### src/rtl/chr_pkg.sv
`timescale 1ns / 1ps
`default_nettype none
// shared types, constants and helper functions of the hash ring
package chr_pkg;

   localparam int RING_ENTRIES_DEF     = 64;
   localparam int VIRTUAL_PER_NODE_DEF = 4;
   localparam int NAME_BYTES_MAX_DEF   = 32;

   localparam int HASH_W  = 32;
   localparam int ID_W    = 32;
   localparam int COUNT_W = 7;

   localparam logic [HASH_W-1:0] FNV_BASIS = 32'd2166136261;
   localparam logic [HASH_W-1:0] FNV_PRIME = 32'd16777619;

   typedef enum logic [1:0] {
      OP_CLEAR  = 2'd0,
      OP_NAME   = 2'd1,
      OP_LOOKUP = 2'd2
   } op_type;

   typedef struct packed {
      op_type              operation;
      logic [7:0]          data_byte;
      logic                last_byte;
      logic [ID_W-1:0]     node_id;
      logic                node_eligible;
      logic [HASH_W-1:0]   search_key;
   } req_type;

   typedef struct packed {
      logic [ID_W-1:0]     owner_id;
      logic [COUNT_W-1:0]  entry_count;
      logic                entries_dropped;
   } rsp_type;

   // insert command broadcast to every cell
   typedef struct packed {
      logic                en;
      logic [HASH_W-1:0]   hash;
      logic [ID_W-1:0]     owner;
   } ins_type;

   // lookup match flag and owner, merged up the or-tree
   typedef struct packed {
      logic                found;
      logic [ID_W-1:0]     owner;
   } leaf_type;

   typedef enum logic [2:0] {
      ST_IDLE,
      ST_EXEC,
      ST_VHASH,
      ST_INSERT,
      ST_WAIT,
      ST_DONE
   } state_type;

   // one fnv-1a round
   function automatic logic [HASH_W-1:0] fnv_step(input logic [HASH_W-1:0] h,
                                                  input logic [7:0] b);
      fnv_step = (h ^ {{(HASH_W-8){1'b0}}, b}) * FNV_PRIME;
   endfunction

   // tree level lvl (root is 0) gets a register every third level and at the root
   function automatic bit tree_stage(input int levels, input int lvl);
      tree_stage = (((levels - lvl) % 3) == 0) || (lvl == 0);
   endfunction

   function automatic int tree_latency(input int levels);
      int n;
      n = 0;
      for (int l = 0; l < levels; l++) begin
         if (tree_stage(levels, l)) begin
            n = n + 1;
         end
      end
      tree_latency = n;
   endfunction

endpackage
`default_nettype wire

### src/rtl/chr_cell.sv
`timescale 1ns / 1ps
`default_nettype none
// one ring slot: holds an entry, shifts on sorted insert, flags lookup match
module chr_cell import chr_pkg::*; #(
   parameter int INDEX  = 0,
   parameter int FILL_W = 7
) (
   input  wire logic              clock,
   input  wire ins_type           ins,
   input  wire logic [HASH_W-1:0] lookup_key,
   input  wire logic [FILL_W-1:0] fill,
   input  wire logic              prev_occ,
   input  wire logic [HASH_W-1:0] prev_hash,
   input  wire logic [ID_W-1:0]   prev_owner,
   input  wire logic              prev_ge,
   output logic                   occ,
   output logic [HASH_W-1:0]      hash,
   output logic [ID_W-1:0]        owner,
   output logic                   ge,
   output leaf_type               leaf
);

   logic [HASH_W-1:0] hash_ff, hash_in;
   logic [ID_W-1:0]   owner_ff, owner_in;
   leaf_type          leaf_ff, leaf_in;
   logic              prev_gt, self_gt;

   assign occ     = fill > FILL_W'(INDEX);
   assign prev_gt = prev_occ & (prev_hash > ins.hash);
   assign self_gt = occ & (hash_ff > ins.hash);

   // neighbor larger: shift up; first slot larger or free: take new entry
   always_comb begin
      hash_in  = hash_ff;
      owner_in = owner_ff;
      if (ins.en) begin
         if (prev_gt) begin
            hash_in  = prev_hash;
            owner_in = prev_owner;
         end else if (!occ || self_gt) begin
            hash_in  = ins.hash;
            owner_in = ins.owner;
         end
      end
   end

   // ring is sorted, so only the first slot at or above the key matches
   assign ge            = occ & (hash_ff >= lookup_key);
   assign leaf_in.found = ge & !prev_ge;
   assign leaf_in.owner = leaf_in.found ? owner_ff : '0;

   always_ff @(posedge clock) begin
      hash_ff  <= hash_in;
      owner_ff <= owner_in;
      leaf_ff  <= leaf_in;
   end

   assign hash  = hash_ff;
   assign owner = owner_ff;
   assign leaf  = leaf_ff;

endmodule
`default_nettype wire

### config.mk
export PLATFORM = sky130hd
export DESIGN_NAME = chr_cell
export DESIGN_NICKNAME = d
export VERILOG_FILES = /design/src/rtl/chr_pkg.sv /design/src/rtl/chr_cell.sv
export SDC_FILE = /design/constraint.sdc
export NUM_CORES = 1
export LEC_CHECK = 0
export BUFFER_PORTS_ARGS = -buffer_cell sky130_fd_sc_hd__buf_4
export CORE_ASPECT_RATIO = 1.75
export CORE_MARGIN = 2
export CORE_UTILIZATION = 30
export DETAILED_ROUTE_END_ITERATION = 8
export HOLD_SLACK_MARGIN = 0.03
export REMOVE_ABC_BUFFERS = 1
export SLEW_MARGIN = 20
export SYNTH_ARGS = -nofsm -noshare
export SYNTH_HDL_FRONTEND = slang
export SYNTH_SLANG_ARGS = --single-unit
export TNS_END_PERCENT = 50
### constraint.sdc
create_clock -name clock -period 8.9 [get_ports clock]
set_input_delay 2.225 -clock clock [delete_from_list [all_inputs] [get_ports clock]]
set_output_delay 2.225 -clock clock [all_outputs]
set_load 0.02 [all_outputs]
After elaboration in Yosys (flattened, before gate mapping)
Index checks and enable logic that the tools add are counted.

Output and inout bits: 99. Register bits after elaboration: 97.

Reductions and logical operators: 5. Bitwise gates (word level): 4. Muxes and demuxes: 4. Magnitude comparators: 4.

Operator list (number): 32-bit two-way mux (4); 32-bit greater-than comparator (2); 32-bit >= comparator (1); 7-bit by 1-bit greater-than comparator with 1-bit output (second input constant) (1); 1-bit AND (4); 1-bit zero test (2); 2-bit AND reduction (1); 2-bit nonzero test (1); 1-bit logical OR (1).

Longest topological paths before layout
Gate-level depths: netlist of run 1.

Depth in word-level cells: 5. Mapped depth: 10. Gate-level depth less buffers: 8.

Least setup slack after synthesis of run 1
Ideal clock, no wire load.

Path kind: input port to flip-flop. Start: input port ins[46] (netlist bit). End: register hash_ff[0] (netlist: hash[0]), enable pin. Setup slack: 1381 ps. Arrival time: 6995 ps. Setup time: 524 ps. Data required time: 8376 ps. Stages on the path: 9. Path through: inv_1 > ha_1 > nand4_2 > a2111oi_2 > nor3_1 > o32a_2 > buf_6 > buf_12 > a31oi_1.

Cells in the longest elaborated chain, start to end: 5. Elaborated cells between the ends (all ways): 7. Classes of those cells: 2 x order compare; 2 x bitwise; 3 x reduce/logical.

RTL lines: start, declared (RTL line chr_cell.sv:9) `input wire ins_type ins,`; 32-bit greater-than comparator (RTL line chr_cell.sv:30) `assign self_gt = occ & (hash_ff > ins.hash);`; 1-bit AND (RTL line chr_cell.sv:30); 1-bit logical OR (RTL line chr_cell.sv:40) `end else if (!occ || self_gt) begin`; 2-bit nonzero test (no source line) *; 2-bit AND reduction (no source line) *; end signal, assigned (RTL line chr_cell.sv:53) `hash_ff <= hash_in;`; end, declared (RTL line chr_cell.sv:23) `logic [HASH_W-1:0] hash_ff, hash_in;`.

Every way passes the cells marked *; elsewhere a longest branch is shown, timed or not. A chain may end at the register's enable or synchronous reset.

Final worst setup path of run 1
Start: input port lookup_key[30]. End: output port ge.

Cells in the longest elaborated chain, start to end: 2.

RTL lines: start, declared (RTL line chr_cell.sv:10) `input wire logic [HASH_W-1:0] lookup_key,`; 32-bit >= comparator (RTL line chr_cell.sv:48) `assign ge = occ & (hash_ff >= lookup_key);`; 1-bit AND (RTL line chr_cell.sv:48); end, declared (RTL line chr_cell.sv:19) `output logic ge,`.

Every way passes these cells.

==> impl_metrics.toml, run 1 <==
[outcome]
status = "complete, no violations"

[sta]
finalHoldWorstSlack_ps = 598
hold_viol = 0
timing.fmax_ghz = 0.150
fin_worst_skew_ps = 9.13
setup_viol = 0
fin_crit_ps = 6670
finalMaxSlewViolations = 0
grt_setup_unrepaired = "false"
tightest_slew_ps = 1080
period_share_pct = 75.0
max_slew_margin_pct = 28.3
finalWorstSetupSlack_ps = 2230

[grt]
grt_max_degree = 53
grt_pass1_vias = 5815
antenna_found_initial = 1
grt_overflow_total = 0
grt_pass1_wl_um = 30600
grtUsageTotal_pct = 17.0

[placed_design]
placed_cells = 1137
dpl_cell_area_um2 = 8990
dp_slack_ps = 2220
hpwl_um = 16300
io_buffer_count = 269
gp_congestion = 0.829

[floorplanning]
ios = 270
die_area_um2 = 23700
die_w_um = 117
die_y_um = 202
core_um2 = 22100
start_util_pct = 30.5
num_rows = 72

[clocking]
ctsResizeCount = 0
cts.sinks = 97
hold_buffers = 0
tritoncts = "done"
cts_made_buffers = 9
cts_setup_buffers = 0
clock-root-buffer = "clkbuf_16"
cts_htree_levels = 3
clockBufferDepth = 2
cts.clk_slew.worst_paths_ps = 70
clock_latency_ps = 350

[power_and_ir_drop]
switching_share_pct = 30.3
p_leak_uw = 0.00442
internal_power_uw = 952
power.density_nw_per_um2 = 147
seqPwrFrac_pct = 40.8
peakVddDrop_uv = 72.3
combinationalPowerShare_pct = 29.4
switchingPower_uw = 413
clkPwrFrac_pct = 29.9

[synthesis]
syn_area_um2 = 6730
synth_area_per_cell_um2 = 11.3
yosys_warnings = 0
ys_ff_latch = 97
ys_seq_area_share_pct = 38.4
synth.distinct_cells = 41
postSynthCellCount = 595

[layout]
final_util_pct = 42.1
area_growth_pct = 38.3
final_cell_area_um2 = 9300
n_fill_cell = 2189
drive_gt1_share_pct = 42.2
multi_input_area_um2 = 3730
nets = 1119
regArea_um2 = 2580
instances_no_fill = 1154

[setup_path]
startpoint_type = "primary input"
worstRegToRegCells = 8
r2r_slack_ps = 5340
startpoint = "lookup_key[30]"
crit_top_cell = "buf_4"
cp.buffers_inverters = 3
worstPathRequired_ps = 6680
cp.arrival_ps = 4450
slowest_delay_ps = 1030
slowest_stage = "or4_1"
end_kind = "output pin"
reg2reg_to = "owner[21]"
r2r-start = "hash[15]"
cp_max_fo = 34
critPathKind = "in -> out"
cpLargestDelayFamily = "simple AND/OR/NAND/NOR gates"
path_cells = "buf_4, inv_1, ha_1, nand4_1, or4_1, o31ai_1, buf_4"

[drt]
drt-pass1-iter-count = 4
first_iter_violations = 385
ant_nets = 0
wire_per_inst_um = 17.5
route.detailed.drc = 0
wl_um = 20200
avgViaCountPerCell = 4.83
dr_total_vias = 5574

[worst_hold_path]
holdPathEnd = "leaf[6]"
hold_class = "reg -> reg"
min_path_cells = 2
min_from = "owner[6]"

[flow_run]
max_cap_violations = 0
==> cells in the mapped netlist, drive strengths merged <==
cell type  number  area [um^2]
clkbuf         18         67.6
a2111oi         3         38.8
edfxtp         64         1920
or2             2         12.5
o31ai           3         22.5
o2bb2ai         1         8.76
nor4            4         31.3
o22ai           1         6.26
nand4          20          131
o31a            1         8.76
nor3            4         20.0
inv            67          251
a21o           17          128
o32a            1         11.3
o211ai          2         15.0
nand3           9         45.0
nor2b           2         12.5
o21bai          1         7.51
and4            1         8.76
ha             96         1200
o211a           1         10.0
a221o           2         20.0
nand2b         34          213
buf            10          131
o32ai          34          298
or3            34          213
nor2            7         26.3
a31oi           1         6.26
a21oi          28          140
dfxtp          33          661
mux2           64          905
o21ai           8         40.0
nand2          14         52.6
a211oi          6         45.0
or4             2         15.0
==> sequential cells by signal (all words and copies together) (netlist names) <==
name / cells
leaf: 33
hash: 32
owner: 32
==> cells in the final DEF, fill, tap and decap left out, drive strengths merged, types with 3 or more instances in the layout <==
master,Yosys,layout
buf,10,274
ha,96,96
inv,67,69
edfxtp,64,64
mux2,64,64
nand2b,34,34
or3,34,34
o32ai,34,34
dfxtp,33,33
a21oi,28,28
nand4,20,20
a21o,17,17
nand2,14,14
clkbuf,18,12
nand3,9,9
o21ai,8,8
nor2,7,7
a211oi,6,6
nor3,4,4
nor4,4,4
o31ai,3,3
a2111oi,3,3
==> power by group through the flow <==
stage | clock network, uW | registers [uW] | logic, uW
final | 408 | 556 | 401
after global routing | 439 | 562 | 440
after CTS | 421 | 558 | 408
after detailed placement | 0 | 568 | 406
after global placement | 0 | 567 | 402
after floorplan | 0 | 607 | 180
==> cell type report <==
type	count	share of cell area, %
clock buffer	12	3.00
tap	296	3.98
timing repair buffer	274	22.1
multi-input combinational	403	40.1
inverter	67	2.70
clock inverter	4	0.296
sequential	97	27.8
antenna	1	0.0269
==> per-layer routing <==
| metal | part of all wire [%] | global-route usage [%] |
|---|---|---|
| met3 | 3.6 | 2.22 |
| met4 | 3.4 | 7.14 |
| met5 | 0 | 0 |
| met2 | 56 | 32.2 |
| met1 | 37 | 18.3 |
==> worst min-delay path, stage by stage (launching register included) <==
cell	delay, ps
edfxtp_1	390
nand2b_1	100
o32ai_1	70
==> worst max-delay path by stage <==
stage | endpoint | slack [ps] | depth (start not counted)
after global placement | ge | 2300 | 7
after CTS | ge | 2220 | 7
final | ge | 2230 | 7
after floorplan | hash[0] | -700 | 6
after global routing | ge | 2070 | 7
after detailed placement | ge | 2220 | 7
==> cell families after synthesis <==
family                     after synthesis  synth area share, %
DFF                                     97                 38.4
and+or+nand+nor                        133                 11.6
adders and majority gates               96                 17.9
muxes                                   64                 13.5
AOI/OAI and AO/OA                      110                 12.0
buffers and inverters                   95                 6.70
==> through the flow <==
stage	power, uW	TNS, ps
6_report	1370	0
4_1_cts	1390	0
2_1_floorplan	787	-44770
5_1_grt	1440	0
3_3_place_gp	969	0
3_5_place_dp	974	0
(Power assumes the default switching activity.)
==> run 2, diff against run 1 <==
==> constraint.sdc (replaced) <==
create_clock -name clock -period 6.2 [get_ports clock]
set_input_delay 1.55 -clock clock [delete_from_list [all_inputs] [get_ports clock]]
set_output_delay 1.55 -clock clock [all_outputs]
set_load 0.02 [all_outputs]
==> impl_metrics.toml, run 2 (synthesis results as in run 1) <==
[floorplanning]
core_um2 = 22100
die_area_um2 = 23700
die_y_um = 202
num_rows = 72
die_w_um = 117
ios = 270
start_util_pct = 30.5

[setup_path]
reg2reg_to = "owner[14]"
startpoint_type = "primary input"
cp.arrival_ps = 3380
r2r-start = "hash[14]"
worstRegToRegCells = 8
r2r_slack_ps = 3300
worstPathRequired_ps = 4650
critPathKind = "in -> out"
cp_max_fo = 34
end_kind = "output pin"

[clocking]
tritoncts = "done"
cts.clk_slew.worst_paths_ps = 70
cts.sinks = 97
cts_made_buffers = 9
clock_latency_ps = 350
cts_setup_buffers = 0
hold_buffers = 0
clockBufferDepth = 2
clock-root-buffer = "clkbuf_16"
cts_htree_levels = 3
ctsResizeCount = 0

[layout]
final_cell_area_um2 = 9320
drive_gt1_share_pct = 42.4
nets = 1122
n_fill_cell = 2196
layout_common_cells = "buf_4 (277), ha_1 (96), inv_1 (67), edfxtp_1 (64), mux2_4 (49)"
final_util_pct = 42.2
largest_register_ffs = 33
area_growth_pct = 38.5
mostFrequentLayoutCell = "buf_4"

[placed_design]
hpwl_um = 16400
dpl_cell_area_um2 = 9010
io_buffer_count = 269
gp_congestion = 0.849
dp_slack_ps = 1180

[worst_hold_path]
min_path_cells = 2
holdPathEnd = "leaf[14]"
hold_class = "reg -> reg"
min_from = "owner[14]"

[outcome]
status = "complete, no violations"

[grt]
grt_overflow_total = 0
antenna_found_initial = 1
grt_max_degree = 67
grt_pass1_vias = 5716
grt_pass1_wl_um = 30400
grtUsageTotal_pct = 17.1

[sta]
timing.fmax_ghz = 0.203
fin_crit_ps = 4930
setup_viol = 0
fin_worst_skew_ps = 9.96
grt_setup_unrepaired = "false"
finalMaxSlewViolations = 0
period_share_pct = 79.4
tightest_slew_ps = 810
finalHoldWorstSlack_ps = 593
max_slew_margin_pct = 46.0
finalWorstSetupSlack_ps = 1270
hold_viol = 0

[drt]
dr_total_vias = 5510
drt-pass1-iter-count = 4
wire_per_inst_um = 17.4
route.detailed.drc = 0
avgViaCountPerCell = 4.76
first_iter_violations = 297
wl_um = 20200
ant_nets = 0

[flow_run]
max_cap_violations = 0

[power_and_ir_drop]
clkPwrFrac_pct = 29.3
p_leak_uw = 0.00442
power.density_nw_per_um2 = 209
switchingPower_uw = 592
combinationalPowerShare_pct = 29.8
seqPwrFrac_pct = 40.9
switching_share_pct = 30.4
peakVddDrop_uv = 121
internal_power_uw = 1360
-- run 2: changes by cell type in the layout (fill, tap and decap cells not counted), sizes merged --
cell and change:
buf +3, clkinv -1, inv +1
-- run 2: worst max-delay path by stage --
stage                     slack [ps]        end  cells past startpoint            from
after floorplan                -2720    hash[0]                      6         fill[3]
after global placement          1210   owner[8]                     10         ins[50]
after detailed placement        1180  owner[23]                     10         ins[50]
after CTS                       1250         ge                      8  lookup_key[30]
after global routing            1180         ge                      8  lookup_key[30]
final                           1270         ge                      8  lookup_key[30]
-- run 2: cell type report --
class | count | area (um^2) | share of cell area (%)
clock buffer | 12 | 268 | 2.87
antenna | 1 | 2.50 | 0.0269
clock inverter | 4 | 32.5 | 0.349
inverter | 67 | 251 | 2.70
tap | 296 | 370 | 3.98
timing repair buffer | 277 | 2080 | 22.3
multi-input combinational | 403 | 3730 | 40.0
sequential | 97 | 2580 | 27.7
-- run 2: through the flow --
stage,setup TNS (ps),cells,power (uW)
after global placement,0,1140,1400
final,0,1157,1950
after floorplan,-175460,567,1130
after CTS,0,1156,1980
after global routing,0,1157,2050
after detailed placement,0,1140,1400
-- run 2: power by group through the flow --
stage	Combinational [uW]	Sequential (uW)	Clock [uW]
after floorplan	259	871	0
after global routing	637	804	611
after CTS	590	800	591
after detailed placement	588	814	0
after global placement	582	814	0
final	581	798	571
-- run 2: layer usage --
| metal | up-vias | wire length (um) | global-route usage [%] |
|---|---|---|---|
| met5 | - | 0 | 0 |
| met4 | 0 | 584 | 6.93 |
| met3 | 25 | 807 | 2.40 |
| met2 | 153 | 11600 | 33.4 |
| met1 | 2565 | 7210 | 17.3 |
| li1 | 2767 | - | - |
-- run 2: critical path, stage by stage --
cell     delay, ps
buf_4           80
inv_1           30
ha_1           280
nand4_1        160
or4_1          560
buf_4          250
o31ai_1        260
buf_4          200
==> run 3, diff against run 2 <==
==> constraint.sdc (replaced) <==
create_clock -name clock -period 4.4 [get_ports clock]
set_input_delay 1.1 -clock clock [delete_from_list [all_inputs] [get_ports clock]]
set_output_delay 1.1 -clock clock [all_outputs]
set_load 0.02 [all_outputs]
==> impl_metrics.toml, run 3 (synthesis results as in run 1) <==
[outcome]
status = "complete, no violations"

[worst_hold_path]
holdPathEnd = "leaf[25]"
min_from = "owner[25]"
min_path_cells = 2
hold_class = "reg -> reg"

[clocking]
cts.sinks = 97
hold_buffers = 0
clockBufferDepth = 2
cts_made_buffers = 9
ctsResizeCount = 0
clock-root-buffer = "clkbuf_16"
cts_htree_levels = 3
cts.clk_slew.worst_paths_ps = 70
clock_latency_ps = 360
tritoncts = "done"
cts_setup_buffers = 0

[setup_path]
cp.arrival_ps = 2910
crit_top_cell = "buf_4"
cp.buffers_inverters = 4
worstRegToRegCells = 8
path_cells = "buf_4, inv_1, ha_1, nand4_1, nor4_1, buf_4, o31ai_1, o211a_1, o31ai_1, buf_4"
slowest_delay_ps = 320
reg2reg_to = "owner[27]"
cp_max_fo = 2
critPathKind = "in -> out"
slowest_stage = "o31ai_1"
startpoint_type = "primary input"
r2r-start = "hash[14]"
worstPathRequired_ps = 3300
end_kind = "output pin"
r2r_slack_ps = 1690
cpLargestDelayFamily = "compound AO/OA/AOI/OAI gates"

[power_and_ir_drop]
power.density_nw_per_um2 = 294
peakVddDrop_uv = 177
p_leak_uw = 0.00446
power_uw = 2760

[sta]
hold_viol = 0
finalHoldWorstSlack_ps = 584
tightest_slew_ps = 668
timing.fmax_ghz = 0.249
setup_viol = 0
grt_setup_unrepaired = "false"
fin_crit_ps = 4010
finalMaxSlewViolations = 0
period_share_pct = 91.2
fin_worst_skew_ps = 9.38
max_slew_margin_pct = 55.2

[placed_design]
io_buffer_count = 269
gp_congestion = 0.850
hpwl_um = 16800

[drt]
wl_um = 20900
drt-pass1-iter-count = 4
dr_total_vias = 5650
route.detailed.drc = 0
wire_per_inst_um = 18.0
ant_nets = 0
first_iter_violations = 361
avgViaCountPerCell = 4.86

[grt]
grt_overflow_total = 0
grtUsageTotal_pct = 17.7
grt_pass1_vias = 5869
grt_pass1_wl_um = 31500
grt_max_degree = 55
antenna_found_initial = 2

[layout]
layout_common_cells = "buf_4 (279), ha_1 (96), inv_1 (67), edfxtp_1 (64), mux2_4 (49)"
nets = 1127
drive_gt1_share_pct = 42.7
largest_register_ffs = 33
n_fill_cell = 2164
area_growth_pct = 39.6
mostFrequentLayoutCell = "buf_4"

[floorplanning]
num_rows = 72
die_area_um2 = 23700
ios = 270
die_y_um = 202
core_um2 = 22100
die_w_um = 117
start_util_pct = 30.5

[flow_run]
max_cap_violations = 0
## run 3: cell types whose count changed in the layout (fill, tap and decap cells not counted), sizes merged
cell	delta
inv	-1
diode	+1
buf	+5
clkbuf	+1
## run 3: power by group
group          switching, uW  total, uW  internal [uW]
Clock                    366        803            436
Sequential              57.8       1130           1070
Combinational            414        824            410
## run 3: metal layers
layer	share of wire (%)	global-route usage [%]	vias to the layer above
li1	-	-	2780
met1	36	18.1	2653
met2	56	33.8	173
met3	4.0	2.52	44
met4	3.8	8.70	0
met5	0	0	-
## run 3: per-stage QoR
stage / worst slack [ps] / instances / TNS [ps] / area (um^2) / utilization (%)
after detailed placement: 360 / 1145 / 0 / 9090 / 41.2
after global placement: 359 / 1145 / 0 / 9090 / 41.2
after floorplan: -4070 / 567 / -269950 / 6530 / -
final: 388 / 1163 / 0 / 9390 / 42.5
after global routing: 222 / 1163 / 0 / 9390 / 42.5
after CTS: 346 / 1161 / 0 / 9380 / 42.5
## run 3: cell type report
| cell class | count | area [um^2] | area share, % |
|---|---|---|---|
| Tap cell | 296 | 370 | 3.95 |
| Antenna cell | 2 | 5.00 | 0.0533 |
| Clock buffer | 13 | 272 | 2.89 |
| Multi-Input combinational cell | 403 | 3730 | 39.7 |
| Clock inverter | 3 | 21.3 | 0.227 |
| Sequential cell | 97 | 2580 | 27.5 |
| Timing Repair Buffer | 282 | 2150 | 23.0 |
| Inverter | 67 | 251 | 2.68 |
## run 3: worst max-delay path by stage
stage,cells after the start,from,slack [ps],end
6_report,10,lookup_key[10],390,ge
3_3_place_gp,10,ins[50],360,owner[3]
2_1_floorplan,6,fill[3],-4070,hash[0]
5_1_grt,7,fill[3],220,ge
3_5_place_dp,10,ins[50],360,owner[3]
4_1_cts,9,lookup_key[0],350,ge
## run 3: tightest hold or removal path, cell delays in order, from the launching register on
cell	delay, ps
edfxtp_1	380
nand2b_1	90
o32ai_1	70
